**src/design/assert_macros.svh**
```systemverilog
// Assertion macros shared by the design files.
// Each one checks on the rising edge of clk and is off while rst_n is low.
`ifndef ASSERT_MACROS_SVH
`define ASSERT_MACROS_SVH

// The expression must hold at every clock edge.
`define ASSERT_ALWAYS(lbl, expr) \
  lbl: assert property (@(posedge clk) disable iff (!rst_n) (expr)) \
    else $error("assertion failed: invariant");

// The consequent must hold in the same cycle as the antecedent.
`define ASSERT_IMPLIES(lbl, ante, cons) \
  lbl: assert property (@(posedge clk) disable iff (!rst_n) (ante) |-> (cons)) \
    else $error("assertion failed: implication");

`endif

```
**src/design/pls_pkg.sv**
```systemverilog
package pls_pkg;

  localparam int unsigned MAX_ENTRIES_DEF = 64;
  localparam int unsigned DATA_W          = 32;
  localparam int unsigned POS_W           = 7;
  localparam int unsigned CAP_W           = 7;
  localparam int unsigned REQ_W           = 3;
  localparam int unsigned STAT_W          = 3;
  localparam int unsigned SCAN_G          = 8;
  localparam int unsigned PADDR_W         = 3;
  localparam int unsigned PDATA_W         = 32;
  localparam logic [CAP_W-1:0] CAP_RESET  = 7'd64;

  typedef enum logic [REQ_W-1:0] {
    REQ_INSERT     = 3'd0,
    REQ_REMOVE     = 3'd1,
    REQ_GET        = 3'd2,
    REQ_UPDATE     = 3'd3,
    REQ_FIND       = 3'd4,
    REQ_REMOVE_VAL = 3'd5,
    REQ_CLEAR      = 3'd6
  } req_t;

  typedef enum logic [STAT_W-1:0] {
    STAT_OK       = 3'd0,
    STAT_FULL     = 3'd1,
    STAT_BADPOS   = 3'd2,
    STAT_EMPTY    = 3'd3,
    STAT_NOTFOUND = 3'd4
  } status_t;

  typedef enum logic [1:0] {
    OP_NOP = 2'd0,
    OP_INS = 2'd1,
    OP_DEL = 2'd2,
    OP_WR  = 2'd3
  } cell_op_t;

  typedef enum logic [1:0] {
    S_IDLE = 2'd0,
    S_SCAN = 2'd1,
    S_HOLD = 2'd2
  } fsm_t;

  // Command broadcast to every cell of the chain.
  typedef struct packed {
    cell_op_t          op;
    logic [DATA_W-1:0] value;
  } cell_cmd_t;

  // One result beat.
  typedef struct packed {
    status_t           status;
    logic [DATA_W-1:0] read_value;
    logic [POS_W-1:0]  found_position;
    logic [POS_W-1:0]  list_length;
  } res_t;

endpackage

```
**src/design/pls_scan.sv**
```systemverilog
module pls_scan #(
  parameter int unsigned MV_W   = 64,
  parameter int unsigned BASE_W = 6
) (
  input  logic              clk,
  input  logic              load,
  input  logic [MV_W-1:0]   match_in,
  output logic              hit,
  output logic [BASE_W-1:0] hit_pos,
  output logic              last
);
  import pls_pkg::*;

  localparam int unsigned PE_W = $clog2(SCAN_G);

  logic [MV_W-1:0]   match_r;
  logic [MV_W-1:0]   match_nxt;
  logic [BASE_W-1:0] base_r;
  logic [BASE_W-1:0] base_nxt;
  logic [PE_W-1:0]   pe;

  // The match vector moves one group toward bit zero per cycle.
  always_comb begin
    match_nxt = load ? match_in : (match_r >> SCAN_G);
    base_nxt  = load ? '0 : (base_r + BASE_W'(SCAN_G));
  end

  always_ff @(posedge clk) begin
    match_r <= match_nxt;
    base_r  <= base_nxt;
  end

  always_comb begin
    pe = '0;
    for (int i = SCAN_G - 1; i >= 0; i--) begin
      if (match_r[i]) begin
        pe = PE_W'(i);
      end
    end
  end

  assign hit     = |match_r[SCAN_G-1:0];
  assign hit_pos = base_r + BASE_W'(pe);
  assign last    = (base_r == BASE_W'(MV_W - SCAN_G));

endmodule

```
**config.mk**
```make
export PLATFORM = sky130hd
export DESIGN_NAME = pls_scan
export DESIGN_NICKNAME = d
export VERILOG_FILES = /design/src/design/assert_macros.svh /design/src/design/pls_pkg.sv /design/src/design/pls_scan.sv
export SDC_FILE = /design/constraint.sdc
export NUM_CORES = 1
export LEC_CHECK = 0
export BUFFER_PORTS_ARGS = -buffer_cell sky130_fd_sc_hd__buf_2
export CAP_MARGIN = 20
export CORE_MARGIN = 10
export CORE_UTILIZATION = 44
export DETAILED_ROUTE_END_ITERATION = 16
export PLACE_DENSITY = 0.74
export SETUP_SLACK_MARGIN = 0.4
export SYNTH_ARGS = -nofsm -noshare
export SYNTH_HDL_FRONTEND = slang
export SYNTH_SLANG_ARGS = --single-unit
```
**constraint.sdc**
```tcl
create_clock -name clk -period 1.02 [get_ports clk]
set_input_delay 0 -clock clk [delete_from_list [all_inputs] [get_ports clk]]
set_output_delay 0 -clock clk [all_outputs]
set_load 0.05 [all_outputs]
```
==> reports/qor.yml <==
final_max_slew_viol_count: 0
violations: "negative hold slack, negative setup slack"
outcome: "complete, but fails checks"
synth-seq-cells: 67
drtAntennaViolNets: 0
synth.distinct_cells: 19
yosys.area.top_type_share_pct: 59.4
hp-class: "in -> reg"
area_growth_pct: 51.6
tns_ns: -1.12
critPathCaptureType: "output port"
vias: 1445
cp_top_family: "simple AND/OR/NAND/NOR gates"
cts_hold_buf: 8
setup_violations: 7
slew_headroom_pct: 81.0
grt_overflow: 0
insertion_delay_ns: 0.33
path_clk_slew_ns: 0.07
crit_path_cell_trace: "nor4_4, and3b_2, buf_6"
utilization_pct: 67.9
min_from: "match_in[41]"
syn_area_per_cell_um2: 14.5
cp_num_buf_inv: 1
detail_route.wl_per_cell_um: 14.9
globalplace.congestion: 0.717
portBuffers: 73
cts_tree: "yes"
h-tree-depth: 3
hold_violations: 56
grt_pass1_wl_mm: 7.80
startpoint_type: "flip-flop"
ys_seq_area_share_pct: 59.4
slowest_delay_ns: 0.34
worstPathArrival_ns: 1.34
fin_area_um2: 3420
die_w_um: 91.7
critical_path_class: "reg -> out"
finalCritPeriodShare_pct: 132
fin_nets: 316
grt_pass1_vias: 1650
mappedNetlistArea_um2: 2260
fin_crit_ns: 1.34
p_total_mw: 6.18
leakage_nw: 1.63
cts_buffer_depth: 2
yosys-top-cells-area: "dfxtp_1 59%, mux2_2 18%, mux2_4 13%"
worst_pin_slew_ns: 0.284
worstPathRequired_ns: 1.02
hpwl_mm: 3.19
drcViolationCount: 0
firstDrtPassIters: 2
placed_cell_area_um2: 2800
start_util_pct: 44.8
cp_max_fo: 3
cts-root-buf: "clkbuf_8"
cts_sinks: 67
first_iter_violations: 45
vias_per_cell: 4.49
track_usage_pct: 11.9
finClkSkew_ns: 0.00739
maxCapViolCount: 0
reg2reg_from: "base_r[4]"
rsz0062_at_grt: "yes"
timing.fmax_mhz: 745
powerDensity_nw_per_um2: 1800
dieArea_um2: 8400
die_height_um: 91.7
cts_made_buffers: 9
synth_nets: 224
finalWorstSetupSlack_ns: -0.322
crit_path_top_delay_cell: "dfxtp_2"
row_count: 26
synthCells: 156
synth.largest_area_cell: "dfxtp_1"
ir_worst_vdd_v: 0.000973
io_pins: 74
ys_warn_count: 0
grt_max_degree: 32
drive_gt1_share_pct: 82.1
wl_mm: 4.79
core_area_um2: 5040
diodes: 0
worstSetupStartpoint: "match_r[7]"
hold_slack_ns: -0.113
antenna_found_initial: 0
[where the power goes]
part           switching [mW]  total [mW]  internal (mW)
Combinational           0.309       0.891          0.583
Sequential              0.105        3.00           2.89
Clock                   0.900        2.28           1.38
Total                    1.31        6.18           4.86
[worst reg2reg max path: stages (launching register included)]
cell,delay (ns)
dfxtp_4,0.36
ha_4,0.16
ha_4,0.25
nor2b_1,0.12
[final timing paths]
| kind | cells past startpoint | endpoint | slack (ns) |
|---|---|---|---|
| worst max-delay path | 3 | hit_pos[2] | -0.32 |
| worst min-delay path | 2 | match_r[41] | -0.11 |
| worst max register to register | 3 | base_r[5] | 0.08 |
| worst min register to register | 1 | match_r[31] | 0.45 |
[synthesized netlist by cell type (all sizes together)]
library cell / count
buf: 7
o21ai: 1
dfxtp: 67
nand3: 1
nor2b: 3
a21oi: 1
nor2: 4
mux2: 56
nor4: 1
a21boi: 1
and3b: 1
and2: 8
ha: 2
inv: 1
o21bai: 1
o41ai: 1
[cell type report]
cell class	instances	area, um2
Fill cell	358	1620
Clock inverter	1	30.0
Sequential cell	67	1410
Inverter	1	3.75
Tap cell	70	87.6
Timing Repair Buffer	88	616
Multi-Input combinational cell	81	1100
Clock buffer	14	183
[routing by layer]
layer  wire length (um)  GRT usage (%)  part of all wire, %
met5                  0              0                    0
met4                 80           6.27                  1.7
met3                598           7.58                   12
met2               2220           19.0                   46
met1               1880           11.8                   39
[cells by family after synthesis]
| group | synth area share (%) |
|---|---|
| flops | 59.4 |
| mux | 31.1 |
| simple gates | 4.60 |
| buf+inv | 2.38 |
| compound gates | 1.49 |
| fa+ha+maj | 1.11 |
[placed cells by master, fill, tap and decap left out, drive strengths merged]
cell type / n
nor4: 1
buf: 80
nand3: 1
clkbuf: 14
nor2b: 3
a21boi: 1
dfxtp: 67
o21bai: 1
ha: 2
o21ai: 1
o41ai: 1
mux2: 56
bufinv: 1
and3b: 1
dlygate4sd3: 8
nor2: 4
a21oi: 1
and2: 8
inv: 1
[state kept, by name, indices dropped and copies added (netlist names)]
name / flops
match_r: 64
base_r: 3
[metrics by stage]
stage                     setup slack (ns)  instances
after floorplan                    -0.0352        156
after global placement              0.0106        295
after detailed placement           -0.0398        295
after CTS                           -0.331        321
after global routing                -0.371        322
final                               -0.322        322
[timing repair]
item                                    in CTS  in global routing
endpoints found under the hold margin       64                 56
cloned                                       0                  0
endpoints found under the setup margin      66                 67
pin swaps                                    1                  0
setup buffers                                3                  1
gates resized for setup                     70                 39
Power figures use the tool's default switching activity.
