File: config.mk
export PLATFORM = sky130hd
export DESIGN_NAME = pls_cell
export DESIGN_NICKNAME = d
export VERILOG_FILES = /design/src/design/assert_macros.svh /design/src/design/pls_pkg.sv /design/src/design/pls_cell.sv
export SDC_FILE = /design/constraint.sdc
export NUM_CORES = 1
export LEC_CHECK = 0
export BUFFER_PORTS_ARGS = -buffer_cell sky130_fd_sc_hd__buf_4
export CAP_MARGIN = 30
export CORE_MARGIN = 2
export CORE_UTILIZATION = 44
export CTS_BUF_LIST = sky130_fd_sc_hd__clkbuf_16
export CTS_CLUSTER_DIAMETER = 120
export CTS_CLUSTER_SIZE = 40
export DETAILED_ROUTE_END_ITERATION = 8
export GPL_ROUTABILITY_DRIVEN = 0
export PLACE_DENSITY = 0.9
export SYNTH_ARGS = -nofsm -noshare
export SYNTH_HDL_FRONTEND = slang
export SYNTH_SLANG_ARGS = --single-unit
File: constraint.sdc
create_clock -name clk -period 3.9 [get_ports clk]
set_input_delay 0.975 -clock clk [delete_from_list [all_inputs] [get_ports clk]]
set_output_delay 0.975 -clock clk [all_outputs]
set_load 0.1 [all_outputs]
File: src/design/assert_macros.svh
// Assertion macros shared by the design files.
// Each one checks on the rising edge of clk and is off while rst_n is low.
`ifndef ASSERT_MACROS_SVH
`define ASSERT_MACROS_SVH

// The expression must hold at every clock edge.
`define ASSERT_ALWAYS(lbl, expr) \
  lbl: assert property (@(posedge clk) disable iff (!rst_n) (expr)) \
    else $error("assertion failed: invariant");

// The consequent must hold in the same cycle as the antecedent.
`define ASSERT_IMPLIES(lbl, ante, cons) \
  lbl: assert property (@(posedge clk) disable iff (!rst_n) (ante) |-> (cons)) \
    else $error("assertion failed: implication");

`endif

File: src/design/pls_pkg.sv
package pls_pkg;

  localparam int unsigned MAX_ENTRIES_DEF = 64;
  localparam int unsigned DATA_W          = 32;
  localparam int unsigned POS_W           = 7;
  localparam int unsigned CAP_W           = 7;
  localparam int unsigned REQ_W           = 3;
  localparam int unsigned STAT_W          = 3;
  localparam int unsigned SCAN_G          = 8;
  localparam int unsigned PADDR_W         = 3;
  localparam int unsigned PDATA_W         = 32;
  localparam logic [CAP_W-1:0] CAP_RESET  = 7'd64;

  typedef enum logic [REQ_W-1:0] {
    REQ_INSERT     = 3'd0,
    REQ_REMOVE     = 3'd1,
    REQ_GET        = 3'd2,
    REQ_UPDATE     = 3'd3,
    REQ_FIND       = 3'd4,
    REQ_REMOVE_VAL = 3'd5,
    REQ_CLEAR      = 3'd6
  } req_t;

  typedef enum logic [STAT_W-1:0] {
    STAT_OK       = 3'd0,
    STAT_FULL     = 3'd1,
    STAT_BADPOS   = 3'd2,
    STAT_EMPTY    = 3'd3,
    STAT_NOTFOUND = 3'd4
  } status_t;

  typedef enum logic [1:0] {
    OP_NOP = 2'd0,
    OP_INS = 2'd1,
    OP_DEL = 2'd2,
    OP_WR  = 2'd3
  } cell_op_t;

  typedef enum logic [1:0] {
    S_IDLE = 2'd0,
    S_SCAN = 2'd1,
    S_HOLD = 2'd2
  } fsm_t;

  // Command broadcast to every cell of the chain.
  typedef struct packed {
    cell_op_t          op;
    logic [DATA_W-1:0] value;
  } cell_cmd_t;

  // One result beat.
  typedef struct packed {
    status_t           status;
    logic [DATA_W-1:0] read_value;
    logic [POS_W-1:0]  found_position;
    logic [POS_W-1:0]  list_length;
  } res_t;

endpackage

File: src/design/pls_cell.sv
module pls_cell #(
  parameter int unsigned IDX_W    = 6,
  parameter int unsigned CNT_W    = 7,
  parameter int unsigned CELL_IDX = 0
) (
  input  logic                      clk,
  input  pls_pkg::cell_cmd_t        cmd,
  input  logic [IDX_W-1:0]          cmd_idx,
  input  logic [CNT_W-1:0]          count,
  input  logic [pls_pkg::DATA_W-1:0] prev_q,
  input  logic [pls_pkg::DATA_W-1:0] next_q,
  output logic [pls_pkg::DATA_W-1:0] q,
  output logic                      match
);
  import pls_pkg::*;

  localparam logic [IDX_W-1:0] MY_IDX = IDX_W'(CELL_IDX);
  localparam logic [CNT_W-1:0] MY_CNT = CNT_W'(CELL_IDX);

  logic [DATA_W-1:0] q_r;
  logic [DATA_W-1:0] q_nxt;

  // Insert opens a gap by taking the left neighbor, delete closes one by
  // taking the right neighbor.
  always_comb begin
    q_nxt = q_r;
    case (cmd.op)
      OP_INS: begin
        if (MY_IDX == cmd_idx) begin
          q_nxt = cmd.value;
        end else if (MY_IDX > cmd_idx) begin
          q_nxt = prev_q;
        end
      end
      OP_DEL: begin
        if (MY_IDX >= cmd_idx) begin
          q_nxt = next_q;
        end
      end
      OP_WR: begin
        if (MY_IDX == cmd_idx) begin
          q_nxt = cmd.value;
        end
      end
      default: begin
        q_nxt = q_r;
      end
    endcase
  end

  always_ff @(posedge clk) begin
    q_r <= q_nxt;
  end

  assign q     = q_r;
  assign match = (q_r == cmd.value) && (MY_CNT < count);

endmodule

==> results.yml <==
global_routing:
  grt_pass1_wl_um: 10500
  gr-total-overflow: 0
  grt_max_degree: 36
  track_usage_pct: 22.25
  antenna_found_initial: 0
  grt_pass1_vias: 2251
worst_setup_path:
  start_kind: "input port"
  crit_path_end_kind: "output pin"
  crit_arrival_ps: 2630
  cp-startpoint: "cmd[22]"
  crit_required_ps: 2920
  path_max_fanout: 3
  endpoint: "match"
  critical_path_class: "in -> out"
logic_synthesis:
  yosysSeqAreaShare_pct: 40.13
  ys_warn_count: 0
  yosysTopAreaCell: "edfxtp_1"
  syn_area_um2: 2395
  synth.avg_cell_area_um2: 12.41
  postSynth.asyncResetShare_pct: 0
  synth_common_cells: "mux2i_1 (93), edfxtp_1 (32), xor2_1 (28)"
  yosys.area.top_type_share_pct: 40.13
  synthTopCellsByArea: "edfxtp_1 (40%), mux2i_1 (39%), xor2_1 (10%)"
  synth.distinct_cells: 20
  syn_inst: 193
  synthFlopType: "edfxtp_1"
  synth_nets: 305
  synth_edf_count: 32
  synth_most_common_cell: "mux2i_1"
  ys_ff_latch: 32
cells_and_area:
  multi_input_comb_area_um2: 1379
  final_cell_area_um2: 3669
  antennaDiodeCount: 0
  nets: 448
  area_delta_synth_final_pct: 53.19
  fillers: 420
  final_util_pct: 70.92
  largest_register_ffs: 32
  seqCellArea_um2: 960.9
  drive_above_1_share_pct: 46.73
drt:
  drt_iter0_markers: 56
  drtAntennaViolNets: 0
  drc: 0
  wl_per_cell_um: 16.65
  drt_wl_total_um: 6760
  drtPass1Iterations: 4
  num_vias: 2086
  via_per_inst: 5.138
clock_network:
  hold_buffers: 0
  cts_tree: "done"
  post_cts_buffers: 0
  cts_resized: 0
  h-tree-depth: 2
  cts_sinks: 32
  clock-root-buffer: "clkbuf_16"
  cts_max_path_buffers: 2
  cts_made_buffers: 5
  cts.reportedPaths.clkPinSlew_ps: 50
place:
  io_buffers: 144
  place_area_um2: 3535
  dp_hpwl_um: 5166
  dpl_worst_slack_ps: 330.0
floorplan:
  start_util_pct: 46.30
  die-height_um: 77.78
  std_cell_rows: 26
  core_area_um2: 5172
  dieWidth_um: 77.78
  dieArea_um2: 6049
  ios: 145
timing:
  setup_viol_count_final: 0
  fin_tns_setup_ps: 0
  hold_slack_ps: 1051
  hold_viol: 0
  timing.fmax_mhz: 277.5
  max_slew.worst_pin.slew_ps: 725.4
  relSlewSlack_pct: 51.19
  grt_setup_unrepaired: "no"
  period_needed_ps: 3604
  report.final.slew_viol_count: 0
  final.period_utilization_pct: 92.40
  fin_ws_ps: 296.3
run:
  cap_violations: 0
power_and_ir_drop:
  cellLeakagePower_nw: 1.903
  seqPwrFrac_pct: 40.1
  swShare_pct: 23.65
  combPwrFrac_pct: 23.7
  powerDensity_nw_per_um2: 264.8
  ir_drop_uv: 242.0
  p_int_w: 0.0007418
  clkPwrFrac_pct: 36.2
  power.net_switching_w: 0.0002297
min_path:
  hold_path_depth: 3
  worstHoldPathType: "in -> reg"
status:
  status: "finished clean"
critical path: stages:
cell       delay (ps)
buf_4             120
xor2_1            160
nor4_1            460
nand4_1           250
a2111oi_4         320
buf_4             340
power by group through the flow:
stage	sequential [W]	combinational, W	clock (W)
global placement	0.000396	0.000224	0
floorplan	0.000419	0.0000893	0
global route	0.000390	0.000248	0.000375
detailed placement	0.000396	0.000231	0
finish	0.000390	0.000230	0.000352
CTS	0.000389	0.000232	0.000360
how the worst min path moves through the flow:
stage / from / end / slack [ps]
floorplan: cmd[26] / q[26] / 1200
global placement: cmd[26] / q[26] / 1310
detailed placement: cmd[26] / q[26] / 1330
CTS: cmd[26] / q[26] / 1050
global route: cmd[26] / q[26] / 1060
finish: cmd[26] / q[26] / 1050
layout by cell type (no fill, tap or decap):
cell / n
a2111oi_4: 1
nand2_2: 1
nand3_1: 1
nor2_4: 1
inv_1: 2
xnor2_1: 4
nand4_1: 2
mux2i_1: 93
nor4_2: 1
clkinv_2: 1
nand2_1: 1
xor2_1: 28
buf_4: 147
nor2_1: 4
nor3_1: 1
o21ai_0: 1
a22o_1: 1
nor4_1: 8
a21oi_1: 1
edfxtp_1: 32
clkbuf_16: 5
logic make-up (layout without fill, tap and decap cells):
kind of cell              count (synthesis)  in the layout  synth area share (%)
AOI/OAI and AO/OA                         4              4                 1.410
and+or+nand+nor                          20             20                 4.754
muxes                                    93             93                 38.87
buffers and inverters                    12            155                 3.135
DFF                                      32             32                 40.13
xor gates and xnor gates                 32             32                 11.70
stage by stage:
stage | power (W) | std cells
6_report | 0.0009715 | 406
5_1_grt | 0.001013 | 406
4_1_cts | 0.0009811 | 406
3_5_place_dp | 0.0006270 | 399
3_3_place_gp | 0.0006199 | 399
2_1_floorplan | 0.0005080 | 193
area by class of cell:
class / instances / share of cell area [%]
Clock inverter: 2 / 0.2387
Tap cell: 70 / 2.387
Timing Repair Buffer: 147 / 30.08
Sequential cell: 32 / 26.19
Multi-Input combinational cell: 149 / 37.59
Clock buffer: 5 / 3.411
Inverter: 1 / 0.1023
routing by layer:
layer | track usage [%] | routed length (µm) | vias up
met4 | 6.250 | 68 | 0
met1 | 26.35 | 2765 | 981
met3 | 5.581 | 465 | 6
li1 | - | - | 1014
met5 | 0 | 0 | -
met2 | 39.66 | 3461 | 85
(Power assumes the default switching activity.)
